`config.mk`:
```
export PLATFORM = sky130hd
export DESIGN_NAME = prb_ctrl
export DESIGN_NICKNAME = d
export VERILOG_FILES = /design/src/sv/prb_pkg.sv /design/src/sv/prb_ctrl.sv
export VERILOG_INCLUDE_DIRS = /design/src /design/src/sv
export SDC_FILE = /design/constraint.sdc
export NUM_CORES = 1
export LEC_CHECK = 0
export BUFFER_PORTS_ARGS = -buffer_cell sky130_fd_sc_hd__buf_2
export CORE_MARGIN = 1.5
export CORE_UTILIZATION = 35
export CTS_BUF_LIST = sky130_fd_sc_hd__clkbuf_8
export DETAILED_ROUTE_END_ITERATION = 7
export GPL_ROUTABILITY_DRIVEN = 1
export RECOVER_POWER = 50
export SYNTH_ARGS = -nofsm -noshare
export SYNTH_HDL_FRONTEND = slang
export SYNTH_SLANG_ARGS = --single-unit
export TNS_END_PERCENT = 5
```
`constraint.sdc`:
```
create_clock -name clock -period 1.57 [get_ports clock]
set_input_delay 0.0785 -clock clock [delete_from_list [all_inputs] [get_ports clock]]
set_output_delay 0.0785 -clock clock [all_outputs]
set_load 0.03 [all_outputs]
```
`src/sv/palette_ripple_blender_top_assert.svh`:
```
// Assertion macros used by the palette ripple blender controller.
`ifndef PALETTE_RIPPLE_BLENDER_TOP_ASSERT_SVH
`define PALETTE_RIPPLE_BLENDER_TOP_ASSERT_SVH

// Consequence must hold in the same cycle as the antecedent.
`define PRB_ASSERT_NOW(label, clk, rst, ante, cons) \
   label: assert property (@(posedge clk) disable iff (rst) (ante) |-> (cons)) \
      else $error("prb assertion failed in the same cycle");

// Consequence must hold in the cycle after the antecedent.
`define PRB_ASSERT_NEXT(label, clk, rst, ante, cons) \
   label: assert property (@(posedge clk) disable iff (rst) (ante) |=> (cons)) \
      else $error("prb assertion failed in the next cycle");

`endif

```
`src/sv/prb_pkg.sv`:
```
// Package with constants, codes and interface structs of the palette ripple blender.
`timescale 1ns / 1ps

package prb_pkg;

   localparam int PALETTE_DEPTH = 256;
   localparam int PAL_AW        = $clog2(PALETTE_DEPTH);
   localparam int WINDOW_CAP    = (PALETTE_DEPTH < 254) ? PALETTE_DEPTH : 254;
   localparam int POS_QBITS     = 10;
   localparam int LANE_QBITS    = 8;
   localparam int CNT_W         = $clog2(POS_QBITS + 1);

   localparam logic [1:0] CSR_PULSE_FRAMES = 2'd0;
   localparam logic [1:0] CSR_RIPPLE_WIDTH = 2'd1;
   localparam logic [1:0] CSR_PALETTE_SIZE = 2'd2;

   typedef enum logic [1:0] {
      OP_WRITE = 2'd0,
      OP_READ  = 2'd1,
      OP_START = 2'd2,
      OP_TICK  = 2'd3
   } op_type;

   typedef enum logic [1:0] {
      OUT_ZERO   = 2'd0,
      OUT_READ   = 2'd1,
      OUT_ACTIVE = 2'd2
   } out_sel_type;

   typedef struct packed {
      logic        capture;
      logic        mem_write;
      logic        mem_read;
      logic        start_apply;
      logic        frame_clear;
      logic        frame_adv;
      logic        pos_mul;
      logic        pos_load;
      logic        pos_step;
      logic        win_setup;
      logic        ent_read;
      logic        ent_skip;
      logic        lane_load;
      logic        lane_step;
      logic        ent_write;
      logic        out_load;
      out_sel_type out_sel;
   } cmd_type;

   typedef struct packed {
      op_type op;
      logic   frame_idle;
      logic   frame_last;
      logic   pos_over;
      logic   walk_done;
      logic   ent_skip;
   } sts_type;

endpackage

```
`src/sv/prb_ctrl.sv`:
```
// Controller state machine that sequences each request beat through the datapath.
`timescale 1ns / 1ps
`include "palette_ripple_blender_top_assert.svh"

module prb_ctrl (
   input  logic             clock,
   input  logic             reset,
   input  logic             req_valid,
   output logic             req_ready,
   output logic             rsp_valid,
   input  logic             rsp_ready,
   input  prb_pkg::sts_type sts,
   output prb_pkg::cmd_type cmd
);

   typedef enum logic [3:0] {
      S_IDLE,
      S_DISPATCH,
      S_POS_LOAD,
      S_POS_DIV,
      S_POS_CHK,
      S_WALK,
      S_LOAD,
      S_DIV,
      S_WRITE,
      S_OUT
   } state_type;

   state_type state_ff, state_in;
   logic [prb_pkg::CNT_W-1:0] cnt_ff, cnt_in;
   prb_pkg::out_sel_type sel_ff, sel_in;
   logic rsp_valid_ff, rsp_valid_in;
   logic out_free;

   assign out_free = !rsp_valid_ff || rsp_ready;

   always_comb begin
      state_in     = state_ff;
      cnt_in       = cnt_ff;
      sel_in       = sel_ff;
      rsp_valid_in = rsp_valid_ff && !rsp_ready;
      cmd          = '0;
      cmd.out_sel  = sel_ff;
      unique case (state_ff)
         S_IDLE: begin
            if (req_valid) begin
               cmd.capture = 1'b1;
               state_in    = S_DISPATCH;
            end
         end
         S_DISPATCH: begin
            sel_in   = prb_pkg::OUT_ZERO;
            state_in = S_OUT;
            unique case (sts.op)
               prb_pkg::OP_WRITE: cmd.mem_write = 1'b1;
               prb_pkg::OP_READ: begin
                  cmd.mem_read = 1'b1;
                  sel_in       = prb_pkg::OUT_READ;
               end
               prb_pkg::OP_START: cmd.start_apply = 1'b1;
               default: begin
                  if (sts.frame_idle) begin
                     state_in = S_OUT;
                  end else if (sts.frame_last) begin
                     cmd.frame_clear = 1'b1;
                  end else begin
                     cmd.pos_mul = 1'b1;
                     state_in    = S_POS_LOAD;
                  end
               end
            endcase
         end
         S_POS_LOAD: begin
            cmd.pos_load = 1'b1;
            cnt_in       = prb_pkg::CNT_W'(prb_pkg::POS_QBITS);
            state_in     = S_POS_DIV;
         end
         S_POS_DIV: begin
            cmd.pos_step = 1'b1;
            cnt_in       = cnt_ff - 1'b1;
            if (cnt_ff == prb_pkg::CNT_W'(1)) begin
               state_in = S_POS_CHK;
            end
         end
         S_POS_CHK: begin
            if (sts.pos_over) begin
               state_in = S_OUT;
            end else begin
               cmd.win_setup = 1'b1;
               state_in      = S_WALK;
            end
         end
         S_WALK: begin
            if (sts.walk_done) begin
               cmd.frame_adv = 1'b1;
               sel_in        = prb_pkg::OUT_ACTIVE;
               state_in      = S_OUT;
            end else if (sts.ent_skip) begin
               cmd.ent_skip = 1'b1;
            end else begin
               cmd.ent_read = 1'b1;
               state_in     = S_LOAD;
            end
         end
         S_LOAD: begin
            cmd.lane_load = 1'b1;
            cnt_in        = prb_pkg::CNT_W'(prb_pkg::LANE_QBITS);
            state_in      = S_DIV;
         end
         S_DIV: begin
            cmd.lane_step = 1'b1;
            cnt_in        = cnt_ff - 1'b1;
            if (cnt_ff == prb_pkg::CNT_W'(1)) begin
               state_in = S_WRITE;
            end
         end
         S_WRITE: begin
            cmd.ent_write = 1'b1;
            state_in      = S_WALK;
         end
         S_OUT: begin
            if (out_free) begin
               cmd.out_load = 1'b1;
               rsp_valid_in = 1'b1;
               state_in     = S_IDLE;
            end
         end
         default: state_in = S_IDLE;
      endcase
   end

   always_ff @(posedge clock) begin
      if (reset) begin
         state_ff     <= S_IDLE;
         cnt_ff       <= '0;
         sel_ff       <= prb_pkg::OUT_ZERO;
         rsp_valid_ff <= 1'b0;
      end else begin
         state_ff     <= state_in;
         cnt_ff       <= cnt_in;
         sel_ff       <= sel_in;
         rsp_valid_ff <= rsp_valid_in;
      end
   end

   assign req_ready = state_ff == S_IDLE;
   assign rsp_valid = rsp_valid_ff;

   `PRB_ASSERT_NOW(a_step_count, clock, reset, cmd.pos_step || cmd.lane_step, cnt_ff != '0)
   `PRB_ASSERT_NOW(a_no_overwrite, clock, reset, cmd.out_load, out_free)
   `PRB_ASSERT_NEXT(a_accept_dispatch, clock, reset, cmd.capture, state_ff == S_DISPATCH)

endmodule

```
Word level (Yosys, flattened, before mapping)

Cells that the tools add are included.

Register bits after elaboration: 11
Logic and storage cells: 80
Output and inout port bits: 20

Reductions and logical operators: 12
Mux-type cells: 45
Add/sub/neg operators: 1
Eq/ne operators: 18

Operator list:

| operator                                             | number |
|---|---|
| two-way mux 4 bit                                    | 11 |
| one-hot mux 4 bit (10 select lines)                  | 1 |
| two-way mux 1 bit                                    | 28 |
| equality test 4 x 3 -> 1 bit (second input constant) | 4 |
| one-hot mux 4 bit (3 select lines)                   | 1 |
| inequality test 2 bit (second input constant)        | 5 |
| equality test 4 x 1 -> 1 bit (second input constant) | 2 |
| equality test 4 x 2 -> 1 bit (second input constant) | 2 |
| equality test 4 bit (second input constant)          | 2 |
| two-way mux 2 bit                                    | 3 |
| AND reduction 5 bit                                  | 1 |
| zero test 4 bit                                      | 1 |
| one-hot mux 2 bit (2 select lines)                   | 1 |
| subtractor 4 x 1 -> 4 bit (second input constant)    | 1 |
| inequality test 3 bit (second input constant)        | 1 |
| nonzero test 3 bit                                   | 1 |
| OR reduction 3 bit                                   | 1 |
| equality test 2 x 1 -> 1 bit (second input constant) | 1 |
| equality test 2 bit (second input constant)          | 1 |
| zero test 1 bit                                      | 2 |
| zero test 2 bit                                      | 1 |
| AND reduction 2 bit                                  | 1 |
| nonzero test 2 bit                                   | 1 |
| OR reduction 2 bit                                   | 1 |
| other kinds (2)                                      | 2 |

Longest topological paths before layout

Gate-level depths: netlist of run 1.

Depth after elaboration: 4
Gate-level depth with buffers: 6
Gate-level depth less buffers: 6

Worst setup path after synthesis of run 1

OpenSTA, ideal clock, no wires.

Kind: register to output
From: register state_ff[3]
To: output port cmd[17] in the netlist's numbering
Path slack: -470 ps
Data arrival time: 1961 ps
Buffers on the path: 1
Required time: 1492 ps
Stages on the path, launching flop included: 4
Path through: dfxtp_1 -> clkbuf_1 -> nor4_1 -> and2_1

RTL lines:

| element                | line            | source |
|---|---|---|
| from (decl)            | prb_ctrl.sv:29  | `state_type state_ff, state_in;` |
| from (signal assigned) | prb_ctrl.sv:139 | `state_ff <= state_in;` |
| to (decl)              | prb_ctrl.sv:13  | `output prb_pkg::cmd_type cmd` |

==> impl_metrics.tcl, run 1 <==
set metrics [dict create \
    critical_path_class "flip-flop to output pin" \
    p_int_w 0.000614 \
    violations "setup timing" \
    finalHoldViolCount 0 \
    nets 157 \
    cellPowerDensity_mw_per_mm2 795 \
    clk_pin_slew_ns 0.05 \
    hpwl_um 1600 \
    required_ns 1.49 \
    synth_top_area_cell "dfxtp_1" \
    worstMarginPinSlew_ns 0.583 \
    drv_cap 0 \
    drtAntennaViolNets 0 \
    grt_pass1_wl_um 3710 \
    antenna_found_initial 0 \
    min_path_type "input port to flip-flop" \
    max_stage_delay_ns 0.61 \
    cts_tree "yes" \
    diodes 0 \
    seqPwrFrac 0.323 \
    finalNonFillerCells 171 \
    critical_path_arrival_ns 1.58 \
    synth.top_cell.area_share 0.273 \
    gp_congestion 0.748 \
    die-area_mm2 0.00260 \
    dr.first_iter.drc_count 15 \
    end_kind "output pin" \
    wl_per_cell_um 12.9 \
    synthAdderAreaFrac 0.0310 \
    start_kind "flip-flop" \
    min-delay-start "rsp_ready" \
    num_io_pins 31 \
    ys_ff_latch 11 \
    area_delta_synth_final_pct 47.1 \
    min_period_ns 1.66 \
    clk_latency_ns 0.24 \
    crit_chain "or4b_4 -> nor3b_2 -> buf_4" \
    synth-simple-area-share 0.391 \
    first_pass_iters 3 \
    row_count 17 \
    p_switching_w 0.000330 \
    synth_compound_gate_area_share 0.197 \
    synth_seq_area_share 0.273 \
    grtUsageTotal 0.187 \
    critPathMaxFanout 8 \
    slew_viol_final 0 \
    switching_share 0.350 \
    yosysWarnings 0 \
    power_frac_comb 0.383 \
    clock_skew_ns 0.00193 \
    fmax_ghz 0.604 \
    syn-num-nets 117 \
    gr-total-overflow 0 \
    rr_startpoint "state_ff[1]" \
    post-place-cells 165 \
    status "complete, but fails checks" \
    drive_gt1_frac 0.448 \
    p_clk_frac 0.294 \
    ir_worst_vdd_uv 525 \
    avgSynthCellArea_um2 7.76 \
    layout_setup_ws_ns -0.0865 \
    numCtsBuffers 3 \
    cts_root_buf "clkbuf_8" \
    synthMuxAreaShare 0.0264 \
    die_w_um 51.0 \
    die_height_um 51.0 \
    grt_max_degree 15 \
    cp_slowest_cell "or4b_4" \
    routed_via_density 5.25 \
    critPathLaunch "state_ff[2]" \
    drc 0 \
    cts.path.max_buffers 2 \
    via_count 897 \
    syn-instance-count 104 \
    synthFlopType "dfxtp_1" \
    synth_cell_types 41 \
    final-setup-viol-count 7 \
    fin_crit_sh 1.06 \
    synth_edf_count 0 \
    clock-sinks 11 \
    synth_area_um2 807 \
    power.leakage_nw 0.498 \
    grt_pass1_vias 853 \
    portBuffers 30 \
    fill_cells 205 \
    rsz0062_at_grt "yes" \
    pre_cts_ws_ns -0.0210 \
    h-tree-depth 1 \
    core_area_mm2 0.00219 \
    async_flop_share 0 \
    synth_top_family_by_area "simple AND/OR/NAND/NOR gates" \
    synth.area.top_cells "dfxtp_1 27%, nor3_1 5.0%, nand2b_1 4.7%" \
    relSlewSlack 0.606 \
    initial_core_util 0.368 \
    wl_um 2210 \
    synth_xor_area_frac 0 \
]
per-stage QoR:
step / power [W] / hold WS, ns / util / instance area [um2] / setup TNS [ns]
after floorplan: 0.000540 / 0.229 / - / 820 / -1.09
after global placement: 0.000631 / 0.385 / 0.476 / 1040 / 0
after detailed placement: 0.000636 / 0.397 / 0.476 / 1040 / -0.0266
after CTS: 0.000960 / 0.145 / 0.528 / 1160 / -0.399
after global routing: 0.00100 / 0.180 / 0.542 / 1190 / -1.30
final: 0.000944 / 0.162 / 0.542 / 1190 / -0.326
metal layers:
| layer | vias up | global-route usage | wire (um) |
|---|---|---|---|
| met1 | 427 | 0.209 | 958 |
| met5 | - | 0 | 0 |
| met2 | 15 | 0.348 | 1160 |
| li1 | 455 | - | - |
| met3 | 0 | 0.0526 | 82 |
| met4 | 0 | 0.0405 | 0 |
registers in the layout (all words and copies together) (netlist names):
| signal | cells |
|---|---|
| cnt_ff | 4 |
| rsp_valid | 1 |
| sel_ff | 2 |
| state_ff | 4 |
layout make-up:
| type | instances | area (um2) | area share |
|---|---|---|---|
| multi-input combinational | 78 | 586 | 0.493 |
| timing repair buffer | 42 | 269 | 0.227 |
| sequential | 11 | 223 | 0.188 |
| clock buffer | 3 | 41.3 | 0.0348 |
| tap | 28 | 35.0 | 0.0295 |
| inverter | 8 | 30.0 | 0.0253 |
| clock inverter | 1 | 3.75 | 0.00316 |
cells by family after synthesis:
family,after synthesis
flip-flops,11
buffers and inverters,15
adder cells (fa/ha/maj),2
AND/OR/NAND/NOR,52
multiplexers,2
AO/OA/AOI/OAI,22
synthesized netlist by cell type (2+ instances only):
library cell / n
a211oi_1: 2
a21oi_1: 6
a31oi_1: 2
buf_2: 2
clkbuf_1: 3
dfxtp_1: 11
ha_1: 2
inv_1: 8
nand2_1: 9
nand2b_1: 6
nand3_1: 3
nor2_1: 5
nor2b_1: 4
nor3_1: 8
nor4_1: 4
o21ai_0: 3
o31ai_1: 2
power groups by stage:
stage                     Clock [W]  Combinational, W  Sequential (W)
after global routing       0.000307          0.000389        0.000306
after CTS                  0.000290          0.000367        0.000303
after detailed placement          0          0.000329        0.000307
after floorplan                   0          0.000227        0.000313
final                      0.000278          0.000362        0.000305
after global placement            0          0.000324        0.000307
worst max-delay path: cells and delay by family, from the launching register on:
kind / cells / cell delay [ns]
and+or+nand+nor: 2 / 0.84
DFF: 1 / 0.32
buffers and inverters: 1 / 0.19
layout by cell type (no fill, tap or decap), drive strengths merged, types with 2 or more instances in the layout:
cell     n
a211oi   2
a21oi    6
a31oi    2
buf     37
clkbuf   8
dfxtp   11
ha       2
inv      9
nand2    9
nand2b   6
nand3    3
nor2     5
nor2b    5
nor3     8
nor3b    2
nor4     4
o21ai    4
o31ai    2
o32ai    2
final timing paths:
kind	slack, ns	to	cells after the start
setup / recovery	-0.09	cmd[15]	3
hold / removal	0.16	rsp_valid	3
setup reg to reg	-0.04	state_ff[2]	5
hold reg to reg	0.45	sel_ff[1]	2
repair_timing:
item | CTS | global route
buffers inserted | 3 | 0
pin swaps | 5 | 4
endpoints found under the hold margin | 0 | 0
resized for setup | 14 | 16
endpoints found under the setup margin | 10 | 16
hold buffers | 0 | 0
Note: power is estimated with default switching activity, not from simulation.
==> inputs of run 2 (changes only) <==
--- a/config.mk
+++ b/config.mk
@@ -12,6 +12,7 @@
 export CTS_BUF_LIST = sky130_fd_sc_hd__clkbuf_8
 export DETAILED_ROUTE_END_ITERATION = 7
 export GPL_ROUTABILITY_DRIVEN = 1
+export PLACE_DENSITY = 0.63
 export RECOVER_POWER = 50
 export SYNTH_ARGS = -nofsm -noshare
 export SYNTH_HDL_FRONTEND = slang
==> impl_metrics.tcl, run 2 (same netlist as run 1, synthesis figures left out) <==
set metrics [dict create \
    status "complete, but fails checks" \
    violations "setup timing" \
    gp_congestion 0.795 \
    row_count 17 \
    core_area_mm2 0.00219 \
    antenna_found_initial 0 \
    post-place-cells 163 \
    rr_startpoint "state_ff[2]" \
    r2r_cells 6 \
    final_util 0.549 \
    min-delay-start "reset" \
    required_ns 1.49 \
    hold_end "sel_ff[0]" \
    critical_path_arrival_ns 1.58 \
    initial_core_util 0.368 \
    nets 156 \
    diodes 0 \
    drv_cap 0 \
    hold_depth 2 \
    top_regs "cnt_ff (4), state_ff (4), sel_ff (2)" \
    clk_pin_slew_ns 0.05 \
    cellPowerDensity_mw_per_mm2 797 \
    drtAntennaViolNets 0 \
    min_period_ns 1.66 \
    min_path_type "input port to flip-flop" \
    met2_length_um 1220 \
    first_pass_iters 4 \
    top_layer "met4" \
    clock_skew_ns 0.000357 \
    cts_root_buf "clkbuf_8" \
    worstReg2RegEnd "sel_ff[0]" \
    h-tree-depth 1 \
    power.leakage_nw 0.500 \
    layout_setup_ws_ns -0.0851 \
    critPathMaxFanout 7 \
    die_height_um 51.0 \
    met3_wirelength_um 109 \
    fin_crit_sh 1.05 \
    dr.first_iter.drc_count 7 \
    via_count 919 \
    grt_pass1_vias 880 \
    layout.area.seq_um2 224 \
    worstMarginPinSlew_ns 0.575 \
    grt_pass1_wl_um 3680 \
    clock-sinks 11 \
    routed_via_density 5.41 \
    drc 0 \
    tns_ns -0.178 \
    die-area_mm2 0.00260 \
    ir_worst_vdd_uv 556 \
    clk_latency_ns 0.24 \
    mostFrequentLayoutCell "buf_2" \
    relSlewSlack 0.611 \
    num_io_pins 31 \
    rsz0062_at_grt "yes" \
    end_kind "output pin" \
    final_cell_mix "18 x buf_2, 15 x buf_4, 8 x dfxtp_1" \
    drive_gt1_frac 0.465 \
    r2r_setup_slack_ns -0.01 \
    portBuffers 30 \
    finalNonFillerCells 170 \
    area_delta_synth_final_pct 49.1 \
    start_kind "flip-flop" \
    finalHoldViolCount 0 \
    wl_um 2250 \
    total_power_w 0.000959 \
    die_w_um 51.0 \
    pre_cts_ws_ns -0.0591 \
    critical_path_class "flip-flop to output pin" \
    grt_max_degree 17 \
    cts.path.max_buffers 2 \
    wl_per_cell_um 13.2 \
    gr-total-overflow 0 \
    numCtsBuffers 3 \
    fmax_ghz 0.604 \
    met1_length_um 907 \
    multiInputGateArea_um2 603 \
    final-setup-viol-count 6 \
    slew_viol_final 0 \
    hpwl_um 1620 \
    grtUsageTotal 0.184 \
    cts_tree "yes" \
    fill_cells 223 \
]
run 2: cell types whose count changed in the layout (fill, tap and decap cells not counted), sizes merged:
cell	delta
clkbuf	-1
run 2: worst max-delay path by stage:
stage | end | cells after the start | start
2_1_floorplan | cmd[7] | 4 | state_ff[3]
3_3_place_gp | state_ff[2] | 6 | cnt_ff[1]
3_5_place_dp | state_ff[2] | 6 | cnt_ff[1]
4_1_cts | cmd[15] | 4 | state_ff[3]
5_1_grt | cmd[15] | 3 | state_ff[2]
6_report | cmd[15] | 3 | state_ff[2]
run 2: layout make-up:
| class | count | area share |
|---|---|---|
| Clock inverter | 1 | 0.00312 |
| Timing Repair Buffer | 41 | 0.221 |
| Sequential cell | 11 | 0.186 |
| Tap cell | 28 | 0.0291 |
| Clock buffer | 3 | 0.0343 |
| Multi-Input combinational cell | 78 | 0.501 |
| Inverter | 8 | 0.0249 |
run 2: metal layers:
layer	track usage	vias up
li1	-	453
met1	0.198	444
met2	0.351	19
met3	0.0468	3
met4	0.0450	0
met5	0	-
run 2: per-stage QoR:
stage          hold WS [ns]  instance area, um2
6_report              0.147                1200
5_1_grt               0.165                1200
4_1_cts               0.140                1150
3_5_place_dp          0.394                1030
3_3_place_gp          0.390                1030
2_1_floorplan         0.229                 820
run 2: critical path, cell delays in order (launching register included):
cell and delay (ns):
dfxtp_2 0.32, or4b_4 0.61, nor3b_4 0.25, buf_6 0.16
run 2: where the power goes:
part | leakage, nW | internal (W) | total [W] | switching [W]
Sequential | 0.0906 | 0.000295 | 0.000304 | 0.00000838
Combinational | 0.383 | 0.000153 | 0.000373 | 0.000220
Clock | 0.0269 | 0.000172 | 0.000283 | 0.000111
Total | 0.500 | 0.000620 | 0.000959 | 0.000339
run 2: what timing repair did:
action,4_1_cts,5_1_grt
hold buffers,0,0
pin swaps,2,6
endpoints found under the setup margin,9,13
buffers inserted,5,0
resized for setup,12,23
